**config.mk**
```make
export PLATFORM = sky130hd
export DESIGN_NAME = rpc_frame_deframer
export DESIGN_NICKNAME = d
export VERILOG_FILES = /design/src/sv/rfd_pkg.sv /design/src/sv/rfd_regs.sv /design/src/sv/rfd_in_stage.sv /design/src/sv/rfd_parser.sv /design/src/sv/rfd_out_stage.sv /design/src/sv/rpc_frame_deframer.sv
export SDC_FILE = /design/constraint.sdc
export NUM_CORES = 1
export LEC_CHECK = 0
export BUFFER_PORTS_ARGS = -buffer_cell sky130_fd_sc_hd__buf_4
export CORE_UTILIZATION = 35
export DETAILED_ROUTE_END_ITERATION = 10
export SLEW_MARGIN = 20
export SYNTH_ARGS = -nofsm -noshare
export SYNTH_HDL_FRONTEND = slang
export SYNTH_SLANG_ARGS = --single-unit
export TNS_END_PERCENT = 20
```
**constraint.sdc**
```tcl
create_clock -name aclk -period 5.3 [get_ports aclk]
set_clock_uncertainty 0.15 [all_clocks]
set_input_delay 0.795 -clock aclk [delete_from_list [all_inputs] [get_ports aclk]]
set_output_delay 0.795 -clock aclk [all_outputs]
set_load 0.005 [all_outputs]
```
**src/sv/rfd_pkg.sv**
```systemverilog
`timescale 1ns / 1ps
`default_nettype none
// ----------------------------------------------------------------------------
// rfd_pkg
// shared types and constants of the frame deframer
// ----------------------------------------------------------------------------
package rfd_pkg;

    localparam int unsigned DEF_MAX_FRAME_LEN = 65535;
    localparam int unsigned FIXED_BYTES       = 24 + 2;
    localparam int unsigned WORD_BYTES        = 4;

    localparam int unsigned APB_AW = 3;
    localparam int unsigned APB_DW = 32;

    localparam logic [7:0] START_MARKER_RST = 8'd2;
    localparam logic [7:0] END_MARKER_RST   = 8'd3;

    typedef enum logic {
        REG_START_MARKER = 1'b0,
        REG_END_MARKER   = 1'b1
    } reg_idx_t;

    typedef enum logic [3:0] {
        PH_LEN     = 4'd0,
        PH_IDLEN   = 4'd1,
        PH_ID      = 4'd2,
        PH_MLEN    = 4'd3,
        PH_METHOD  = 4'd4,
        PH_ECODE   = 4'd5,
        PH_ELEN    = 4'd6,
        PH_ETEXT   = 4'd7,
        PH_PAYLOAD = 4'd8,
        PH_CSUM    = 4'd9,
        PH_END     = 4'd10,
        PH_HUNT    = 4'd15
    } phase_t;

    typedef enum logic [1:0] {
        ST_OK      = 2'd0,
        ST_BAD_END = 2'd1,
        ST_LEN_RNG = 2'd2,
        ST_OVERRUN = 2'd3
    } status_t;

    typedef struct packed {
        logic [3:0]         field_kind;
        logic [7:0]         field_byte;
        logic               frame_last;
        status_t            frame_status;
        logic signed [31:0] error_code_value;
    } rfd_result_t;

endpackage
`default_nettype wire

```
**src/sv/rfd_regs.sv**
```systemverilog
`timescale 1ns / 1ps
`default_nettype none
// ----------------------------------------------------------------------------
// rfd_regs
// apb register file holding the start and end marker bytes
// ----------------------------------------------------------------------------
module rfd_regs
    import rfd_pkg::*;
(
    input  wire logic              aclk,
    input  wire logic              aresetn,
    input  wire logic              psel,
    input  wire logic              penable,
    input  wire logic              pwrite,
    input  wire logic [APB_AW-1:0] paddr,
    input  wire logic [APB_DW-1:0] pwdata,
    output logic      [APB_DW-1:0] prdata,
    output logic                   pready,
    output logic      [7:0]        start_marker,
    output logic      [7:0]        end_marker
);

    logic [7:0] start_reg;
    logic [7:0] end_reg;
    logic       wr_en;
    reg_idx_t   idx;

    assign idx   = reg_idx_t'(paddr[2]);
    assign wr_en = psel && penable && pwrite;

    always_ff @(posedge aclk) begin
        if (!aresetn) begin
            start_reg <= START_MARKER_RST;
            end_reg   <= END_MARKER_RST;
        end else if (wr_en) begin
            case (idx)
                REG_START_MARKER: start_reg <= pwdata[7:0];
                REG_END_MARKER:   end_reg   <= pwdata[7:0];
                default:          start_reg <= start_reg;
            endcase
        end
    end

    always_comb begin
        case (idx)
            REG_START_MARKER: prdata = {24'd0, start_reg};
            REG_END_MARKER:   prdata = {24'd0, end_reg};
            default:          prdata = '0;
        endcase
    end

    assign pready       = 1'b1;
    assign start_marker = start_reg;
    assign end_marker   = end_reg;

endmodule
`default_nettype wire

```
**src/sv/rfd_in_stage.sv**
```systemverilog
`timescale 1ns / 1ps
`default_nettype none
// ----------------------------------------------------------------------------
// rfd_in_stage
// input register for one received byte
// ----------------------------------------------------------------------------
module rfd_in_stage
    import rfd_pkg::*;
(
    input  wire logic       aclk,
    input  wire logic       aresetn,
    input  wire logic       s_valid,
    output logic            s_ready,
    input  wire logic [7:0] s_data_byte,
    output logic            byte_valid,
    output logic [7:0]      byte_data,
    input  wire logic       byte_take
);

    logic       valid_reg;
    logic       valid_next;
    logic [7:0] byte_reg;
    logic       load;

    assign s_ready = !valid_reg || byte_take;
    assign load    = s_valid && s_ready;

    always_comb begin
        valid_next = valid_reg;
        if (load) begin
            valid_next = 1'b1;
        end else if (byte_take) begin
            valid_next = 1'b0;
        end
    end

    always_ff @(posedge aclk) begin
        if (!aresetn) begin
            valid_reg <= 1'b0;
        end else begin
            valid_reg <= valid_next;
        end
    end

    always_ff @(posedge aclk) begin
        if (load) begin
            byte_reg <= s_data_byte;
        end
    end

    assign byte_valid = valid_reg;
    assign byte_data  = byte_reg;

endmodule
`default_nettype wire

```
**src/sv/rfd_parser.sv**
```systemverilog
`timescale 1ns / 1ps
`default_nettype none
// ----------------------------------------------------------------------------
// rfd_parser
// frame layout tracker: field phase, byte counter, word assembly, length budget
// ----------------------------------------------------------------------------
module rfd_parser
    import rfd_pkg::*;
#(
    parameter int unsigned MAX_FRAME_LEN = DEF_MAX_FRAME_LEN
) (
    input  wire logic       aclk,
    input  wire logic       aresetn,
    input  wire logic [7:0] start_marker,
    input  wire logic [7:0] end_marker,
    input  wire logic       take,
    input  wire logic [7:0] data_byte,
    output logic            produce,
    output rfd_result_t     result
);

    localparam int unsigned LEN_W = $clog2(MAX_FRAME_LEN + 1);
    localparam logic [31:0] MAX_LEN_32 = 32'(MAX_FRAME_LEN);
    localparam logic [31:0] FIXED_32   = 32'(FIXED_BYTES);

    phase_t             phase_reg, phase_next;
    logic [LEN_W-1:0]   left_reg, left_next;
    logic [LEN_W-1:0]   rem_reg, rem_next;
    logic [31:0]        word_reg, word_next;
    logic [31:0]        ecode_reg, ecode_next;
    logic [31:0]        word_in;
    logic               field_done;
    logic [LEN_W-1:0]   rem_after;

    assign word_in    = {word_reg[23:0], data_byte};
    assign field_done = (left_reg == LEN_W'(1));
    assign rem_after  = rem_reg - word_in[LEN_W-1:0];

    always_comb begin
        phase_next = phase_reg;
        left_next  = left_reg;
        rem_next   = rem_reg;
        word_next  = word_reg;
        ecode_next = ecode_reg;
        produce    = 1'b0;
        result.field_kind       = phase_reg;
        result.field_byte       = data_byte;
        result.frame_last       = 1'b0;
        result.frame_status     = ST_OK;
        result.error_code_value = '0;
        if (take) begin
            case (phase_reg)
                PH_LEN, PH_IDLEN, PH_MLEN, PH_ECODE, PH_ELEN, PH_CSUM: begin
                    produce   = 1'b1;
                    word_next = word_in;
                    left_next = left_reg - LEN_W'(1);
                    if (field_done) begin
                        left_next = LEN_W'(WORD_BYTES);
                        word_next = '0;
                        case (phase_reg)
                            PH_LEN: begin
                                if (word_in < FIXED_32 || word_in > MAX_LEN_32) begin
                                    result.frame_last   = 1'b1;
                                    result.frame_status = ST_LEN_RNG;
                                    phase_next          = PH_HUNT;
                                end else begin
                                    rem_next   = word_in[LEN_W-1:0] - LEN_W'(FIXED_BYTES);
                                    phase_next = PH_IDLEN;
                                end
                            end
                            PH_ECODE: begin
                                ecode_next = word_in;
                                phase_next = PH_ELEN;
                            end
                            PH_CSUM: begin
                                phase_next = PH_END;
                            end
                            default: begin
                                if (word_in > 32'(rem_reg)) begin
                                    result.frame_last   = 1'b1;
                                    result.frame_status = ST_OVERRUN;
                                    phase_next          = PH_HUNT;
                                end else begin
                                    rem_next = rem_after;
                                    if (word_in != '0) begin
                                        left_next = word_in[LEN_W-1:0];
                                    end
                                    case (phase_reg)
                                        PH_IDLEN: phase_next =
                                            (word_in == '0) ? PH_MLEN : PH_ID;
                                        PH_MLEN: phase_next =
                                            (word_in == '0) ? PH_ECODE : PH_METHOD;
                                        default: begin
                                            if (word_in != '0) begin
                                                phase_next = PH_ETEXT;
                                            end else if (rem_after == '0) begin
                                                phase_next = PH_CSUM;
                                            end else begin
                                                phase_next = PH_PAYLOAD;
                                                left_next  = rem_after;
                                            end
                                        end
                                    endcase
                                end
                            end
                        endcase
                        if (result.frame_last) begin
                            result.error_code_value = ecode_reg;
                        end
                    end
                end
                PH_ID, PH_METHOD, PH_ETEXT, PH_PAYLOAD: begin
                    produce   = 1'b1;
                    left_next = left_reg - LEN_W'(1);
                    if (field_done) begin
                        left_next = LEN_W'(WORD_BYTES);
                        word_next = '0;
                        case (phase_reg)
                            PH_ID:     phase_next = PH_MLEN;
                            PH_METHOD: phase_next = PH_ECODE;
                            PH_ETEXT: begin
                                if (rem_reg == '0) begin
                                    phase_next = PH_CSUM;
                                end else begin
                                    phase_next = PH_PAYLOAD;
                                    left_next  = rem_reg;
                                end
                            end
                            default:   phase_next = PH_CSUM;
                        endcase
                    end
                end
                PH_END: begin
                    produce                 = 1'b1;
                    result.frame_last       = 1'b1;
                    result.frame_status     = (data_byte == end_marker) ? ST_OK : ST_BAD_END;
                    result.error_code_value = ecode_reg;
                    phase_next              = PH_HUNT;
                end
                default: begin
                    if (data_byte == start_marker) begin
                        phase_next = PH_LEN;
                        left_next  = LEN_W'(WORD_BYTES);
                        word_next  = '0;
                        ecode_next = '0;
                    end
                end
            endcase
        end
    end

    always_ff @(posedge aclk) begin
        if (!aresetn) begin
            phase_reg <= PH_HUNT;
        end else begin
            phase_reg <= phase_next;
        end
    end

    always_ff @(posedge aclk) begin
        left_reg  <= left_next;
        rem_reg   <= rem_next;
        word_reg  <= word_next;
        ecode_reg <= ecode_next;
    end

endmodule
`default_nettype wire

```
**src/sv/rfd_out_stage.sv**
```systemverilog
`timescale 1ns / 1ps
`default_nettype none
// ----------------------------------------------------------------------------
// rfd_out_stage
// result register toward the downstream item channel
// ----------------------------------------------------------------------------
module rfd_out_stage
    import rfd_pkg::*;
(
    input  wire logic  aclk,
    input  wire logic  aresetn,
    input  wire logic  res_valid,
    input  rfd_result_t res_in,
    output logic       res_ready,
    output logic       m_valid,
    input  wire logic  m_ready,
    output rfd_result_t res_out
);

    logic        valid_reg;
    logic        valid_next;
    rfd_result_t res_reg;
    logic        load;

    assign res_ready = !valid_reg || m_ready;
    assign load      = res_valid && res_ready;

    always_comb begin
        valid_next = valid_reg;
        if (load) begin
            valid_next = 1'b1;
        end else if (m_ready) begin
            valid_next = 1'b0;
        end
    end

    always_ff @(posedge aclk) begin
        if (!aresetn) begin
            valid_reg <= 1'b0;
        end else begin
            valid_reg <= valid_next;
        end
    end

    always_ff @(posedge aclk) begin
        if (load) begin
            res_reg <= res_in;
        end
    end

    assign m_valid = valid_reg;
    assign res_out = res_reg;

endmodule
`default_nettype wire

```
**src/sv/rpc_frame_deframer.sv**
```systemverilog
`timescale 1ns / 1ps
`default_nettype none
// ----------------------------------------------------------------------------
// rpc_frame_deframer
// start/length/end frame deframer, tags each frame byte with its field
// ----------------------------------------------------------------------------
// channel   ports                      direction  carries
// s_        s_valid/s_ready            in         received byte
// m_        m_valid/m_ready            out        tagged byte, last, status, code
// apb       psel/penable/pwrite/paddr  in         start and end marker bytes
//
// one byte per clock sustained while m_ready is high; bytes pass an input
// register, then the phase/counter update and a result register
// hunting bytes and the start marker give no item
// m_ready low holds the result register, then the input register, then s_ready
// synchronous active-low reset puts the parser in hunt and empties both stages
// ----------------------------------------------------------------------------
module rpc_frame_deframer
    import rfd_pkg::*;
#(
    parameter int unsigned MAX_FRAME_LEN = DEF_MAX_FRAME_LEN
) (
    input  wire logic               aclk,
    input  wire logic               aresetn,
    input  wire logic               psel,
    input  wire logic               penable,
    input  wire logic               pwrite,
    input  wire logic [APB_AW-1:0]  paddr,
    input  wire logic [APB_DW-1:0]  pwdata,
    output logic      [APB_DW-1:0]  prdata,
    output logic                    pready,
    input  wire logic               s_valid,
    output logic                    s_ready,
    input  wire logic [7:0]         s_data_byte,
    output logic                    m_valid,
    input  wire logic               m_ready,
    output logic [3:0]              m_field_kind,
    output logic [7:0]              m_field_byte,
    output logic                    m_frame_last,
    output logic [1:0]              m_frame_status,
    output logic signed [31:0]      m_error_code_value
);

    logic [7:0]  start_marker;
    logic [7:0]  end_marker;
    logic        byte_valid;
    logic [7:0]  byte_data;
    logic        byte_take;
    logic        produce;
    logic        res_ready;
    rfd_result_t res;
    rfd_result_t res_out;

    rfd_regs u_regs (
        .aclk         (aclk),
        .aresetn      (aresetn),
        .psel         (psel),
        .penable      (penable),
        .pwrite       (pwrite),
        .paddr        (paddr),
        .pwdata       (pwdata),
        .prdata       (prdata),
        .pready       (pready),
        .start_marker (start_marker),
        .end_marker   (end_marker)
    );

    rfd_in_stage u_in (
        .aclk        (aclk),
        .aresetn     (aresetn),
        .s_valid     (s_valid),
        .s_ready     (s_ready),
        .s_data_byte (s_data_byte),
        .byte_valid  (byte_valid),
        .byte_data   (byte_data),
        .byte_take   (byte_take)
    );

    assign byte_take = byte_valid && res_ready;

    rfd_parser #(
        .MAX_FRAME_LEN (MAX_FRAME_LEN)
    ) u_parser (
        .aclk         (aclk),
        .aresetn      (aresetn),
        .start_marker (start_marker),
        .end_marker   (end_marker),
        .take         (byte_take),
        .data_byte    (byte_data),
        .produce      (produce),
        .result       (res)
    );

    rfd_out_stage u_out (
        .aclk      (aclk),
        .aresetn   (aresetn),
        .res_valid (produce),
        .res_in    (res),
        .res_ready (res_ready),
        .m_valid   (m_valid),
        .m_ready   (m_ready),
        .res_out   (res_out)
    );

    assign m_field_kind       = res_out.field_kind;
    assign m_field_byte       = res_out.field_byte;
    assign m_frame_last       = res_out.frame_last;
    assign m_frame_status     = res_out.frame_status;
    assign m_error_code_value = res_out.error_code_value;

endmodule
`default_nettype wire
```
==> reports/summary.txt, run 1 <==
RSZ-0062 raised after global routing: no
Hold Crit Class: reg -> reg
Seq/Total Area, Yosys: 0.5107
Final period util: 0.7409
DR pass1 iterations: 5
hpwl dp: 15700 um
Max Freq: 254.7 MHz
DP Area: 10070 um^2
antenna violations before repair: 0
Core Area: 25980 um^2
synthesized cell area: 9271 um^2
Hold Slack: 0.3330 ns
max_slew headroom: 0.3846
total global routing overflow: 0
die area: 27140 um^2
clk buf depth: 2
dpl cells: 1268
synth unique cells: 76
synth warn: 0
CTS Hold Bufs: 0
Most used DFF post-synth: edfxtp_1
final hold vios: 0
status: finished, final reports clean
DR vias: 6752
largest net degree at the start of global routing: 51
die width: 164.8 um
Post-DRT Antenna Nets: 0
endpoints failing setup: 0
Antenna Diode Count: 0
post-synthesis register bit count: 165
area leader, netlist: edfxtp_1
CTS clk-pin slew, worst paths: 0.08 ns
FP Rows: 59
DR vias/cell: 5.194
max-slew violation count: 0
Post-synth EDFFs: 143
Pleak: 3.956 nW
TritonCTS clock tree: done
starting density of the core: 0.3568
Area growth syn-to-layout: 15.41%
Fillers: 2553
DRC Markers: 0
WP data required: 5.35 ns
max reg flops: 47
Seq. cell area: 4735 um^2
CP delay by family, top: compound AO/OA/AOI/OAI gates
DRT iter0 DRCs: 621
Crit path depth: 9
gpl congestion: 0.8618
Buf/Inv on CP: 1
top cell type's share of synthesized area: 0.4632
ranking of synthesized cells by area: edfxtp_1 46%, dfxtp_1 4.8%, ha_1 4.7%
Async S/R FF share, synth: 0
number of I/O port buffers: 80
PwrDens: 266.1 nW/um^2
routed wire length: 22430 um
most common cell after layout, fill and taps aside: edfxtp_1
CP cell instances: inv_1, ha_1, nand3_1, nor3_1, a211oi_1, a211oi_2, o21a_2, o21ai_4, and2_1
H-tree Lvls: 4
wire length per cell: 17.25 um
worst-skew pair later-pin latency: 0.44 ns
post-synthesis area per instance: 10.43 um^2
# resized after CTS: 0
Crit-path slowest cell: a211oi_2
Hold Path Depth: 2
final design utilization: 0.4118
final std cell area, no fill: 10700 um^2
Setup Fix Bufs, Post-CTS: 0
global-route wire length before repair: 34980 um
die extent in y: 164.8 um
Max VDD drop: 0.0001717 V
CP arrival: 3.98 ns
I/O pins: 132
GRT Total Usage: 0.1706
vias in the first global route: 6343
Num CTS Buffers: 17
largest stage delay on the critical path: 0.71 ns
Tmin final: 3.927 ns
Slew @ Worst Pin: 0.9231 ns
most frequent cells in the layout: 143 x edfxtp_1, 88 x buf_4, 85 x nand2_1, 63 x a21oi_1, 63 x nor2_1
footprint of the multi-input gates: 4084 um^2
Worst setup EP type: register
count of non-filler cells in the finished layout: 1300
nets: 1038
clock sink count: 165
CP Max Fanout: 33
setup total negative slack: 0 ns
Max-cap violations: 0
WS Path Type: reg -> reg
layout cell share with drive strength beyond 1: 0.1668
CTS root buf: clkbuf_16
CP Launch Type: register
worst reg2reg path depth: 9
Post-Syn Instances: 889
-- cells in the mapped netlist, drive strengths merged, types with 4 or more instances --
library cell  instances
edfxtp              143
nand2                85
a21oi                65
nor2                 65
and2                 52
buf                  45
inv                  45
o21ai                41
ha                   35
xnor2                34
nor3                 26
nor2b                23
clkbuf               22
dfxtp                22
nor4                 20
xor2                 19
nand3                18
nand4                13
mux2                 11
nand2b                9
a221oi                8
a211oi                6
a21o                  6
o31ai                 6
nand3b                5
mux2i                 4
o211ai                4
o21a                  4
or3                   4
-- worst register-to-register path, cell delays in order, from the launching register on --
cell,delay [ns]
edfxtp_1,0.60
inv_1,0.26
ha_1,0.48
nand3_1,0.14
nor3_1,0.45
a211oi_1,0.17
a211oi_2,0.71
o21a_2,0.30
o21ai_4,0.18
and2_1,0.24
-- layout make-up --
type,instances,area share
flip-flops and latches,165,0.4425
multi-input cells,635,0.3817
repair buffers,88,0.06174
clock buffers,17,0.03976
well taps,335,0.03917
clock inverters,15,0.01929
inverters,45,0.01590
-- metal layers --
metal / global-route usage / share of wire / vias to the layer above
met5: 0 / 0 / -
met3: 0.03566 / 0.070 / 28
met2: 0.2731 / 0.46 / 237
li1: - / - / 3272
met1: 0.2320 / 0.45 / 3215
met4: 0.04796 / 0.013 / 0
-- metrics by stage --
step | total power, mW | worst slack [ns]
2_1_floorplan | 1.528 | 0.6523
3_3_place_gp | 1.560 | 1.415
3_5_place_dp | 1.561 | 1.382
4_1_cts | 2.868 | 1.359
5_1_grt | 2.932 | 1.194
6_report | 2.848 | 1.373
-- where the power goes --
part	switching [mW]	internal [mW]	total, mW
registers	0.0137	1.40	1.42
clock network	0.654	0.661	1.32
logic	0.0696	0.0478	0.117
total	0.738	2.11	2.85
-- worst paths after layout --
kind,startpoint,slack (ns),endpoint
setup / recovery,u_in.byte_data[4],1.37,u_out.res_out[12]
hold / removal,u_regs.end_marker[3],0.33,u_regs.end_marker[3]
setup reg to reg,u_in.byte_data[4],1.37,u_out.res_out[12]
hold reg to reg,u_regs.end_marker[3],0.33,u_regs.end_marker[3]
-- logic make-up after synthesis --
logic type      Yosys count  share of synthesized area
other cells               2                  0.0008100
mux                      15                    0.01768
xor+xnor                 53                    0.05007
flops                   165                     0.5107
buf+inv                 112                    0.06127
simple gates            333                     0.1870
compound gates          173                     0.1231
fa+ha+maj                36                    0.04939
Power figures use the tool's default switching activity.
==> run 2: changes to the inputs <==
==> constraint.sdc (replaced) <==
create_clock -name aclk -period 3.7 [get_ports aclk]
set_clock_uncertainty 0.15 [all_clocks]
set_input_delay 0.555 -clock aclk [delete_from_list [all_inputs] [get_ports aclk]]
set_output_delay 0.555 -clock aclk [all_outputs]
set_load 0.005 [all_outputs]
==> reports/summary.txt, run 2 (synthesis results as in run 1) <==
CP Max Fanout: 33
Area growth syn-to-layout: 17.67%
routed wire length: 22620 um
Antenna Diode Count: 0
worst reg2reg path depth: 9
global-route wire length before repair: 35590 um
total global routing overflow: 0
Final period util: 0.9020
nets: 1066
FP Rows: 59
Setup Fix Bufs, Post-CTS: 0
PwrDens: 369.7 nW/um^2
CP Launch Type: register
fin worst setup slack: 0.3625 ns
status: finished, final reports clean
DR vias: 6819
DR pass1 iterations: 5
Pleak: 4.093 nW
antenna violations before repair: 0
DRC Markers: 0
die area: 27140 um^2
starting density of the core: 0.3568
WP data required: 3.86 ns
Tmin final: 3.338 ns
GRT Total Usage: 0.1757
setup total negative slack: 0 ns
vias in the first global route: 6488
H-tree Lvls: 4
clk buf depth: 2
DRT iter0 DRCs: 572
CP arrival: 3.50 ns
max-slew violation count: 0
Max-cap violations: 0
most common cell after layout, fill and taps aside: edfxtp_1
largest net degree at the start of global routing: 48
Num CTS Buffers: 17
clock sink count: 165
DR vias/cell: 5.135
max_slew headroom: 0.4454
gpl congestion: 0.8999
# resized after CTS: 0
final hold vios: 0
CTS Hold Bufs: 0
hpwl dp: 16550 um
Max VDD drop: 0.0002688 V
die width: 164.8 um
Hold Crit Class: in -> reg
die extent in y: 164.8 um
endpoints failing setup: 0
layout cell share with drive strength beyond 1: 0.1893
Hold Path Depth: 1
final design utilization: 0.4198
I/O pins: 132
wire length per cell: 17.04 um
Core Area: 25980 um^2
worst-skew pair later-pin latency: 0.44 ns
Worst setup EP type: register
CTS root buf: clkbuf_16
pre-CTS setup slack: 0.3357 ns
TritonCTS clock tree: done
number of I/O port buffers: 80
max reg flops: 47
WS Path Type: reg -> reg
Slew @ Worst Pin: 0.8318 ns
RSZ-0062 raised after global routing: no
Post-DRT Antenna Nets: 0
Max Freq: 299.6 MHz
most frequent cells in the layout: 143 x edfxtp_1, 115 x buf_4, 85 x nand2_1, 64 x a21oi_1, 63 x nor2_1
CTS clk-pin slew, worst paths: 0.08 ns
## run 2: worst max-delay path, cell delays in order (launching register included)
cell	delay [ns]
edfxtp_1	0.48
inv_1	0.14
ha_1	0.51
and2_4	0.25
nand4_2	0.14
nor4_2	0.34
a211oi_2	0.16
o21a_2	0.27
o21ai_4	0.53
and2_1	0.23
## run 2: where the power goes
group | leakage, nW | total, mW | switching (mW) | internal [mW]
registers | 1.51 | 2.02 | 0.00822 | 2.01
logic | 2.28 | 0.189 | 0.112 | 0.0767
clock network | 0.299 | 1.83 | 0.902 | 0.927
total | 4.09 | 4.03 | 1.02 | 3.01
## run 2: final timing paths
kind / to / startpoint / slack (ns)
max: u_out.res_out[15] / u_parser.word_reg[4] / 0.36
min reg2reg: u_regs.end_marker[2] / u_regs.end_marker[2] / 0.33
min: u_in.byte_data[6] / s_data_byte[6] / 0.14
max reg2reg: u_out.res_out[15] / u_parser.word_reg[4] / 0.36
## run 2: layout make-up
| cell class | instances | area [um^2] |
|---|---|---|
| clock buffer | 17 | 425.4 |
| clock inverter | 15 | 191.4 |
| fill | 2541 | 15080 |
| inverter | 45 | 168.9 |
| multi-input combinational | 635 | 4086 |
| sequential | 165 | 4735 |
| tap | 335 | 419.2 |
| timing repair buffer | 116 | 883.3 |
## run 2: stage by stage
| step | hold WS [ns] | std cells | cell area, um^2 | power (mW) |
|---|---|---|---|---|
| finish | 0.1361 | 1328 | 10910 | 4.033 |
| global route | 0.1155 | 1328 | 10910 | 4.164 |
| global placement | 0.3150 | 1296 | 10290 | 2.243 |
| CTS | 0.1212 | 1328 | 10910 | 4.060 |
| floorplan | 0.2564 | 912 | 9366 | 2.189 |
| detailed placement | 0.3242 | 1296 | 10290 | 2.246 |
## run 2: layer usage
| metal | global-route usage | wire (um) | vias up |
|---|---|---|---|
| met4 | 0.06214 | 455 | 0 |
| met2 | 0.2779 | 10580 | 236 |
| met3 | 0.03842 | 1380 | 40 |
| met5 | 0 | 0 | - |
| li1 | - | - | 3318 |
| met1 | 0.2361 | 10210 | 3225 |
